$ cat src/hw/rtl/fcar_pkg.sv
// Shared widths, register indexes and limits for the frame co-adding averager.
`default_nettype none
package fcar_pkg;
    localparam int ADDR_W   = 16;
    localparam int PIXEL_W  = 16;
    localparam int SUM_W    = 27;
    localparam int SQ_W     = 41;
    localparam int DIV_W    = 41;
    localparam int DEN_W    = 11;
    localparam int ROOT_W   = 21;
    localparam int CFG_W    = 17;
    localparam int NPIX_W   = 17;
    localparam int FRAMES_MAX = 1024;
    localparam int PIXELS_MAX = 65536;

    localparam logic [1:0] REG_FRAMES = 2'd0;
    localparam logic [1:0] REG_AVG_EN = 2'd1;
    localparam logic [1:0] REG_RMS_EN = 2'd2;
    localparam logic [1:0] REG_NPIX   = 2'd3;
endpackage
`default_nettype wire

$ cat src/hw/rtl/fcar_sqrt.sv
// Iterative floor square root that settles one root bit per cycle.
`default_nettype none
module fcar_sqrt (
    input  wire logic                         i_clk,
    input  wire logic                         i_rst_n,
    input  wire logic                         i_start,
    input  wire logic [fcar_pkg::DIV_W-1:0]   i_value,
    output logic                              o_done,
    output logic      [fcar_pkg::ROOT_W-1:0]  o_root
);
    logic                         r_busy;
    logic [fcar_pkg::DIV_W-1:0]   r_x;
    logic [fcar_pkg::DIV_W-1:0]   r_bit;
    logic [fcar_pkg::DIV_W-1:0]   r_root;
    logic [fcar_pkg::DIV_W:0]     n_trial;

    assign n_trial = {1'b0, r_root} + {1'b0, r_bit};
    assign o_root  = r_root[fcar_pkg::ROOT_W-1:0];

    always_ff @(posedge i_clk) begin
        if (!i_rst_n) begin
            r_busy <= 1'b0;
            o_done <= 1'b0;
        end else begin
            o_done <= 1'b0;
            if (i_start) begin
                r_busy <= 1'b1;
                r_x    <= i_value;
                r_bit  <= {1'b1, {(fcar_pkg::DIV_W - 1){1'b0}}};
                r_root <= '0;
            end else if (r_busy) begin
                if ({1'b0, r_x} >= n_trial) begin
                    r_x    <= fcar_pkg::DIV_W'({1'b0, r_x} - n_trial);
                    r_root <= (r_root >> 1) + r_bit;
                end else begin
                    r_root <= r_root >> 1;
                end
                r_bit <= r_bit >> 2;
                if (r_bit[1:0] != 2'b00) begin
                    r_busy <= 1'b0;
                    o_done <= 1'b1;
                end
            end
        end
    end
endmodule
`default_nettype wire

$ cat config.mk
export PLATFORM = sky130hd
export DESIGN_NAME = fcar_sqrt
export DESIGN_NICKNAME = d
export VERILOG_FILES = /design/src/hw/rtl/fcar_pkg.sv /design/src/hw/rtl/fcar_sqrt.sv
export SDC_FILE = /design/constraint.sdc
export NUM_CORES = 1
export LEC_CHECK = 0
export ABC_AREA = 1
export BUFFER_PORTS_ARGS = -buffer_cell sky130_fd_sc_hd__buf_2
export CAP_MARGIN = 0
export CELL_PAD_IN_SITES_DETAIL_PLACEMENT = 1
export CELL_PAD_IN_SITES_GLOBAL_PLACEMENT = 2
export CORE_MARGIN = 4
export CORE_UTILIZATION = 26
export DETAILED_ROUTE_END_ITERATION = 6
export PLACE_DENSITY_LB_ADDON = 0.08
export SLEW_MARGIN = 10
export SYNTH_ARGS = -nofsm -noshare
export SYNTH_HDL_FRONTEND = slang
export SYNTH_SLANG_ARGS = --single-unit
$ cat constraint.sdc
create_clock -name i_clk -period 13.3 [get_ports i_clk]
set_clock_uncertainty 0.05 [all_clocks]
set_input_delay 1.995 -clock i_clk [delete_from_list [all_inputs] [get_ports i_clk]]
set_output_delay 1.995 -clock i_clk [all_outputs]
set_load 0.05 [all_outputs]
==> flow_metrics.py <==
metrics = {
    "status": {
        "outcome": "finished, final reports clean",
    },
    "worst_setup_path": {
        "critPathRequiredTime_ps": 13260,
        "path_common_cell": "nand2_1",
        "setup.worst_path.end_class": "flop",
        "slowest_stage": "inv_2",
        "start_kind": "flop",
        "reg2reg_slack_ps": 6390,
        "worstPathArrival_ps": 6870,
        "cp_max_fo": 43,
        "critPathMaxStageDelay_ps": 890,
        "crit_chain": "ha_1 > ha_1 > nand2_1 > o21ai_1 > nand2_1 > nand2_1 > nand2_1 > o21ai_1 > nand2_1 > nand2_1 > a21oi_1 > xor2_1 > ha_1 > nand2_1 > nor2_1 > nand2_1 > nor2_1 > nand3_1 > nand3_1 > nand2_2 > nand2_4 > o21ai_1 > inv_2",
        "crit_type": "flop to flop",
    },
    "yosys": {
        "async_flop_share_pct": 0,
        "synth_cells": 1773,
        "syn-num-nets": 1902,
        "yosysSeqAreaShare_pct": 26.7,
        "syn_area_per_cell_um2": 6.61,
        "synth_flop_cell": "edfxtp_1",
        "synth_edf_count": 103,
        "ys_ff_latch": 105,
        "ys_warn_count": 0,
        "syn_area_um2": 11700,
        "yosys.cell_types.count": 50,
    },
    "place": {
        "gp_congestion": 0.932,
        "numPortBuffers": 65,
        "hpwl_um": 40900,
    },
    "route": {
        "dr.pass1.iters": 5,
        "drt-wirelength-per-cell_um": 20.5,
        "vias": 11724,
        "drcViolationCount": 0,
        "antenna_left": 0,
        "via_per_inst": 4.89,
        "first_iter_violations": 557,
        "drt-total-wl_um": 49200,
    },
    "final_layout": {
        "fin_nets": 1931,
        "syn2layout_area_growth_pct": 8.96,
        "fin_util_pct": 28.7,
        "antennaDiodeCount": 0,
        "drive_above_1_share_pct": 8.08,
    },
    "cts": {
        "cts_max_level": 3,
        "cts_made_buffers": 9,
        "cts_resized": 0,
        "cts_tree": "yes",
        "clock_latency_ps": 400,
        "ctsHoldBuffers": 0,
        "clockRootBuffer": "clkbuf_16",
        "cts.sinks": 105,
        "post_cts_buffers": 0,
        "clkTransAtPathRegs_ps": 90,
        "clock_path_buffers": 2,
    },
    "global_routing": {
        "met1_usage_pct": 25.9,
        "antenna_found_initial": 0,
        "grt_pass1_vias": 12514,
        "grt.busiest_layer": "met2",
        "overflow": 0,
        "track_usage_pct": 20.4,
        "use_met2_pct": 36.0,
        "grtUsageMet3_pct": 1.90,
        "grt_pass1_wl_um": 74400,
        "grt_max_degree": 64,
    },
    "power": {
        "p_leak_nw": 5.64,
        "vdd_drop_max_v": 0.0000791,
        "powerDensity_nw_per_um2": 122,
        "p_total_mw": 1.56,
    },
    "hold_path": {
        "hp-class": "flop to flop",
    },
    "floorplanning": {
        "die_y_um": 220,
        "start_util_pct": 26.4,
        "ioPinCount": 66,
        "dieArea_um2": 48500,
        "rows": 77,
        "coreArea_um2": 44400,
        "dieWidth_um": 220,
    },
    "timing": {
        "relSlewSlack_pct": 23.3,
        "finalSetupTns_ps": 0,
        "finalSetupViolCount": 0,
        "drv_slew": 0,
        "hold_slack_ps": 392,
        "hold_violations": 0,
        "fin_crit_sh_pct": 52.0,
        "max_clock_freq_mhz": 145,
        "grt_setup_unrepaired": "false",
        "period_needed_ps": 6910,
        "worstMarginPinSlew_ps": 1150,
    },
    "job": {
        "drv_cap": 0,
    },
}
[cells by family after synthesis]
family	after synthesis	synth area share [%]
compound gates	284	13.8
xor+xnor	75	5.61
fa+ha+maj	85	9.14
buf+inv	277	10.1
flops	105	26.7
simple gates	947	34.6
[sequential cells by signal, indices dropped and copies added (netlist names)]
register / cells
o_done: 1
r_bit: 21
r_x: 41
r_busy: 1
r_root: 41
[metrics by stage]
step,instances,cell area (um2),setup slack [ps]
global route,2399,12800,5840
floorplan,1773,11700,6750
CTS,2399,12800,6220
finish,2399,12800,6390
global placement,2383,12500,6320
detailed placement,2383,12500,6230
[cells in the mapped netlist, types with 3 or more instances]
library cell	instances	area, um2
nor3_1	21	105
nand3b_1	7	52.6
a31oi_1	20	125
o21ai_1	18	90.1
nor2_4	4	45.0
o21bai_1	20	150
clkbuf_1	12	45.0
a21o_1	8	60.1
buf_6	5	56.3
or2_2	16	100
nor2_1	186	698
nand3_2	11	110
a21boi_0	4	30.0
buf_2	5	25.0
o21a_1	3	22.5
xnor2_1	29	254
nand3_1	126	631
a21oi_1	95	475
xor2_1	46	403
buf_1	5	18.8
inv_1	223	837
edfxtp_1	103	3090
a21oi_2	11	96.3
nand2_2	9	56.3
o211ai_1	3	22.5
nor2_2	5	31.3
nand4_1	22	138
nand2_1	522	1960
o21ai_0	91	455
nor4_1	12	75.1
ha_1	84	1050
buf_4	23	173
[area by class of cell]
| class | count | area (um2) |
|---|---|---|
| Fill cell | 5682 | 31700 |
| Multi-Input combinational cell | 1391 | 7400 |
| Sequential cell | 105 | 3130 |
| Inverter | 226 | 848 |
| Tap cell | 592 | 741 |
| Timing Repair Buffer | 69 | 358 |
| Clock buffer | 12 | 246 |
| Clock inverter | 4 | 35.0 |
[worst paths after layout]
kind	start	to	cells past startpoint
setup / recovery	r_bit[0]	r_x[11]	23
hold / removal	r_busy	o_done	2
hold reg to reg	r_busy	o_done	2
setup reg to reg	r_bit[0]	r_x[11]	23
[placed cells by master, fill, tap and decap left out, types with 29 or more instances in the layout]
| cell type | count |
|---|---|
| nand2_1 | 522 |
| inv_1 | 222 |
| nor2_1 | 185 |
| nand3_1 | 126 |
| edfxtp_1 | 103 |
| a21oi_1 | 95 |
| o21ai_0 | 91 |
| ha_1 | 84 |
| buf_2 | 64 |
| xor2_1 | 46 |
| xnor2_1 | 29 |
[worst max-delay path: cells and delay by family (launching register included)]
family                     cells  cell delay (ps)
AOI/OAI and AO/OA              4             1310
xor gates and xnor gates       1              200
adders and majority gates      3             1040
buffers and inverters          1              890
DFF                            1              430
and+or+nand+nor               14             2530
[power breakdown]
group	total, mW	leakage (nW)	internal [mW]	switching [mW]
Combinational	0.808	4.49	0.256	0.552
Clock	0.287	0.138	0.135	0.152
Sequential	0.466	1.01	0.417	0.0486
[routing by layer]
metal / wire length (um) / share of wire, % / vias to the layer above
met2: 23800 / 48 / 131
met1: 22700 / 46 / 5634
met4: 1730 / 3.5 / 0
li1: - / - / 5901
met3: 946 / 1.9 / 58
met5: 0 / 0 / -
Note: power is estimated with default switching activity, not from simulation.
