--- config.mk ---
export PLATFORM = sky130hd
export DESIGN_NAME = fcar_div
export DESIGN_NICKNAME = d
export VERILOG_FILES = /design/src/hw/rtl/fcar_pkg.sv /design/src/hw/rtl/fcar_div.sv
export SDC_FILE = /design/constraint.sdc
export NUM_CORES = 1
export LEC_CHECK = 0
export BUFFER_PORTS_ARGS = -buffer_cell sky130_fd_sc_hd__buf_2
export CAP_MARGIN = 15
export CORE_ASPECT_RATIO = 1.25
export CORE_MARGIN = 4
export CORE_UTILIZATION = 35
export CTS_CLUSTER_SIZE = 20
export DETAILED_ROUTE_END_ITERATION = 8
export HOLD_SLACK_MARGIN = 0.15
export SYNTH_ARGS = -nofsm -noshare
export SYNTH_HDL_FRONTEND = slang
export SYNTH_SLANG_ARGS = --single-unit
--- constraint.sdc ---
create_clock -name i_clk -period 2.37 [get_ports i_clk]
set_input_delay 0.1185 -clock i_clk [delete_from_list [all_inputs] [get_ports i_clk]]
set_output_delay 0.1185 -clock i_clk [all_outputs]
set_load 0.02 [all_outputs]
--- src/hw/rtl/fcar_pkg.sv ---
// Shared widths, register indexes and limits for the frame co-adding averager.
`default_nettype none
package fcar_pkg;
    localparam int ADDR_W   = 16;
    localparam int PIXEL_W  = 16;
    localparam int SUM_W    = 27;
    localparam int SQ_W     = 41;
    localparam int DIV_W    = 41;
    localparam int DEN_W    = 11;
    localparam int ROOT_W   = 21;
    localparam int CFG_W    = 17;
    localparam int NPIX_W   = 17;
    localparam int FRAMES_MAX = 1024;
    localparam int PIXELS_MAX = 65536;

    localparam logic [1:0] REG_FRAMES = 2'd0;
    localparam logic [1:0] REG_AVG_EN = 2'd1;
    localparam logic [1:0] REG_RMS_EN = 2'd2;
    localparam logic [1:0] REG_NPIX   = 2'd3;
endpackage
`default_nettype wire

--- src/hw/rtl/fcar_div.sv ---
// Restoring unsigned divider that produces one quotient bit per cycle.
`default_nettype none
module fcar_div (
    input  wire logic                        i_clk,
    input  wire logic                        i_rst_n,
    input  wire logic                        i_start,
    input  wire logic [fcar_pkg::DIV_W-1:0]  i_dividend,
    input  wire logic [fcar_pkg::DEN_W-1:0]  i_divisor,
    output logic                             o_done,
    output logic      [fcar_pkg::DIV_W-1:0]  o_quotient
);
    logic                          r_busy;
    logic [5:0]                    r_cnt;
    logic [fcar_pkg::DEN_W-1:0]    r_den;
    logic [fcar_pkg::DEN_W-1:0]    r_rem;
    logic [fcar_pkg::DEN_W:0]      n_shift;
    logic                          n_ge;

    assign n_shift = {r_rem, o_quotient[fcar_pkg::DIV_W-1]};
    assign n_ge    = n_shift >= {1'b0, r_den};

    always_ff @(posedge i_clk) begin
        if (!i_rst_n) begin
            r_busy <= 1'b0;
            o_done <= 1'b0;
            r_cnt  <= '0;
        end else begin
            o_done <= 1'b0;
            if (i_start) begin
                r_busy     <= 1'b1;
                r_cnt      <= 6'(fcar_pkg::DIV_W - 1);
                r_den      <= i_divisor;
                r_rem      <= '0;
                o_quotient <= i_dividend;
            end else if (r_busy) begin
                r_rem      <= n_ge ? fcar_pkg::DEN_W'(n_shift - {1'b0, r_den})
                                   : fcar_pkg::DEN_W'(n_shift);
                o_quotient <= {o_quotient[fcar_pkg::DIV_W-2:0], n_ge};
                r_cnt      <= r_cnt - 6'd1;
                if (r_cnt == '0) begin
                    r_busy <= 1'b0;
                    o_done <= 1'b1;
                end
            end
        end
    end
endmodule
`default_nettype wire

==> impl_metrics.py <==
metrics = {
    "route": {
        "vias": 2937,
        "drc_errors": 0,
        "final_antenna_net_count": 0,
        "routed_wl_mm": 8.98,
        "drt_iter0_drc": 95,
        "routedWlPerCell_um": 15.5,
        "viasPerCell": 5.06,
        "drt_first_pass_iters": 4,
    },
    "worst_setup_path": {
        "cp-end-kind": "flop",
        "reg2reg_slack_ns": 0.04,
        "rr_startpoint": "o_quotient[40]",
        "reg2reg_depth": 8,
        "required_ns": 2.53,
        "path_class": "flop to flop",
        "r2r_end": "r_rem[10]",
        "start_kind": "flop",
        "crit_fanout": 3,
        "crit_arrival_ns": 2.49,
    },
    "global_route": {
        "grt_max_degree": 32,
        "grt-ovfl-total": 0,
        "antenna_found_initial": 0,
        "grt_pass1_wl_mm": 14.2,
        "first_global_vias": 3049,
        "grtUsageTotal_pct": 15.0,
    },
    "pwr": {
        "p_sw_share_pct": 25.9,
        "switching_power_mw": 0.948,
        "p_comb_share_pct": 21.8,
        "p_seq_share_pct": 41.9,
        "clkPwrFrac_pct": 36.3,
        "pwr_density_cell_nw_per_um2": 698,
        "ir_drop_uv": 493,
        "power_leakage_nw": 2.12,
        "p_int_mw": 2.71,
    },
    "clocking": {
        "clock_path_buffers": 2,
        "h-tree-depth": 3,
        "clkTransAtPathRegs_ns": 0.05,
        "clk_latency_ns": 0.33,
        "numCtsBuffers": 9,
        "cts_tree": "done",
        "clock_tree.root_cell": "clkbuf_16",
        "cts.sinks": 71,
    },
    "synthesis": {
        "synth-seq-cells": 71,
        "synth_area_per_cell_um2": 13.2,
        "synth_top_area_share_pct": 52.6,
        "synth.cell_area_um2": 3600,
        "synth_ff_type": "edfxtp_1",
        "synth_area_leader_cell": "edfxtp_1",
        "synth-async-reset-ratio_pct": 0,
        "synth_warnings": 0,
        "synthTopCellsByArea": "edfxtp_1 (53%), mux2_2 (13%), ha_1 (4.5%), dfxtp_1 (4.5%), inv_1 (2.1%)",
        "ys_seq_area_share_pct": 57.0,
        "synth_cells": 273,
        "synth_edf_count": 63,
        "ys_types": 47,
        "syn_nets": 342,
    },
    "placement": {
        "dpl_worst_slack_ns": 0.0394,
        "port-buffer-count": 96,
        "gp_congestion": 0.827,
        "dp_hpwl_mm": 6.08,
    },
    "finish": {
        "n_antenna_cell": 0,
        "fin_nets": 515,
        "fin_util_pct": 52.2,
        "area_growth_pct": 45.8,
        "n_fill_cell": 911,
        "drive_above_1_share_pct": 42.6,
    },
    "sta": {
        "fin_skew_ns": 0.00572,
        "rsz0062_at_grt": "yes",
        "maxSlewHeadroom_pct": 56.1,
        "min_period_ns": 2.33,
        "worst_slack_ns": 0.0417,
        "slew_viol_final": 0,
        "hold_violations": 0,
        "fin_hold_ws_ns": 0.205,
        "tightest_slew_ns": 0.658,
        "max_freq_ghz": 0.430,
        "setup_viol": 0,
        "finalCritPeriodShare_pct": 98.2,
    },
    "hold_path": {
        "hp-class": "input pin to flop",
        "hold_end": "r_cnt[5]",
        "hold_depth": 3,
        "min_from": "i_start",
    },
    "floorplan": {
        "die_h_um": 121,
        "coreArea_um2": 10100,
        "start_util_pct": 35.8,
        "io_pins": 97,
        "fp-row-count": 41,
        "die_area_um2": 12000,
        "die_x_um": 98.7,
    },
    "status": {
        "status": "finished, final reports clean",
    },
    "run": {
        "cap_violations": 0,
    },
}
==> worst max-delay path by stage <==
stage                   startpoint        end  slack (ns)  cells after the start
floorplan           o_quotient[40]  r_rem[10]       0.001                      8
global placement    o_quotient[40]  r_rem[10]         0.1                      8
detailed placement        r_rem[8]   r_rem[4]        0.04                      6
CTS                 o_quotient[40]  r_rem[10]        0.02                      8
global route        o_quotient[40]  r_rem[10]       -0.05                      8
finish              o_quotient[40]  r_rem[10]        0.04                      8
==> cells by family after synthesis <==
kind of cell               count (synthesis)  share of synthesized area [%]
and+or+nand+nor                           64                           10.1
AOI/OAI and AO/OA                         47                           9.46
buffers and inverters                     28                           3.44
DFF                                       71                           57.0
muxes                                     43                           13.4
adders and majority gates                 14                           5.08
xor gates and xnor gates                   6                           1.46
==> synth_stat cells, types with 2 or more instances <==
cell type  number
nor4_1          5
a21boi_0        3
o21ai_0         7
nand4_1         7
nor3_1          3
and3_1          2
nor2_1         12
xnor2_1         4
o21a_1          5
nor3_2          2
edfxtp_1       63
o31ai_1         3
xor2_1          2
nand3b_1        2
dfxtp_1         8
a211oi_1        3
nand2b_1        5
mux2_2         42
a21oi_1        10
buf_6           2
o41ai_1         2
a21oi_2         2
inv_1          20
clkbuf_1        5
ha_1           13
nand3_1         5
nand2_1         8
o311ai_0        3
or3_1           3
nor2b_1         4
a311o_1         2
==> power groups by stage <==
| stage | registers (mW) | clock network [mW] | logic [mW] |
|---|---|---|---|
| after floorplan | 1.61 | 0 | 0.408 |
| after global placement | 1.56 | 0 | 0.680 |
| after detailed placement | 1.56 | 0 | 0.688 |
| after CTS | 1.53 | 1.37 | 0.760 |
| after global routing | 1.55 | 1.42 | 0.873 |
| final | 1.54 | 1.33 | 0.799 |
==> layout make-up <==
cell class	instances	area, um^2	area share (%)
sequential	71	2050	39.1
clock buffer	12	246	4.70
inverter	20	75.1	1.43
clock inverter	4	45.0	0.859
timing repair buffer	170	1170	22.3
tap	129	161	3.08
multi-input combinational	174	1500	28.5
==> worst max-delay path, cell delays in order, from the launching register on <==
cell      delay [ns]
edfxtp_1        0.38
inv_2           0.07
ha_4            0.16
fa_2            0.35
nand2b_4        0.18
a21oi_4         0.18
nor4_2          0.07
or4b_4          0.51
a221oi_2        0.25
==> flip-flops by register name, summed over array words and instances, names as in the netlist <==
signal / count
o_done: 1
o_quotient: 41
r_busy: 1
r_cnt: 6
r_den: 11
r_rem: 11
==> per-layer routing <==
layer	vias to the layer above	part of all wire, %	global-route usage [%]
met5	-	0	0
met4	0	2.3	6.75
met3	16	6.0	4.60
met2	98	52	25.0
met1	1424	40	17.7
li1	1399	-	-
==> cell usage in the layout, fill, tap and decap left out, drive strengths merged, types with 4 or more instances in the layout <==
| cell | instances |
|---|---|
| nor4 | 5 |
| nor2 | 12 |
| o21a | 5 |
| buf | 117 |
| nor3 | 5 |
| nor2b | 4 |
| edfxtp | 63 |
| xnor2 | 4 |
| nand4 | 7 |
| nand2b | 5 |
| a21oi | 12 |
| nand2 | 8 |
| nand3 | 5 |
| dfxtp | 8 |
| ha | 13 |
| o21ai | 8 |
| inv | 20 |
| dlygate4sd3 | 53 |
| clkbuf | 12 |
| mux2 | 42 |
==> metrics by stage <==
step | total power [mW] | area [um^2] | std cells | setup TNS (ns)
after floorplan | 2.02 | 3620 | 273 | 0
after global placement | 2.24 | 4340 | 506 | 0
after detailed placement | 2.25 | 4340 | 506 | 0
after CTS | 3.66 | 5160 | 575 | 0
after global routing | 3.84 | 5250 | 580 | -0.0625
final | 3.66 | 5250 | 580 | 0
==> repair_timing <==
action / 4_1_cts / 5_1_grt
hold buffers: 53 / 0
hold endpoints to repair: 54 / 0
endpoints found under the setup margin: 0 / 8
resized for setup: 0 / 9
buffers inserted: 0 / 5
(Power assumes the default switching activity.)
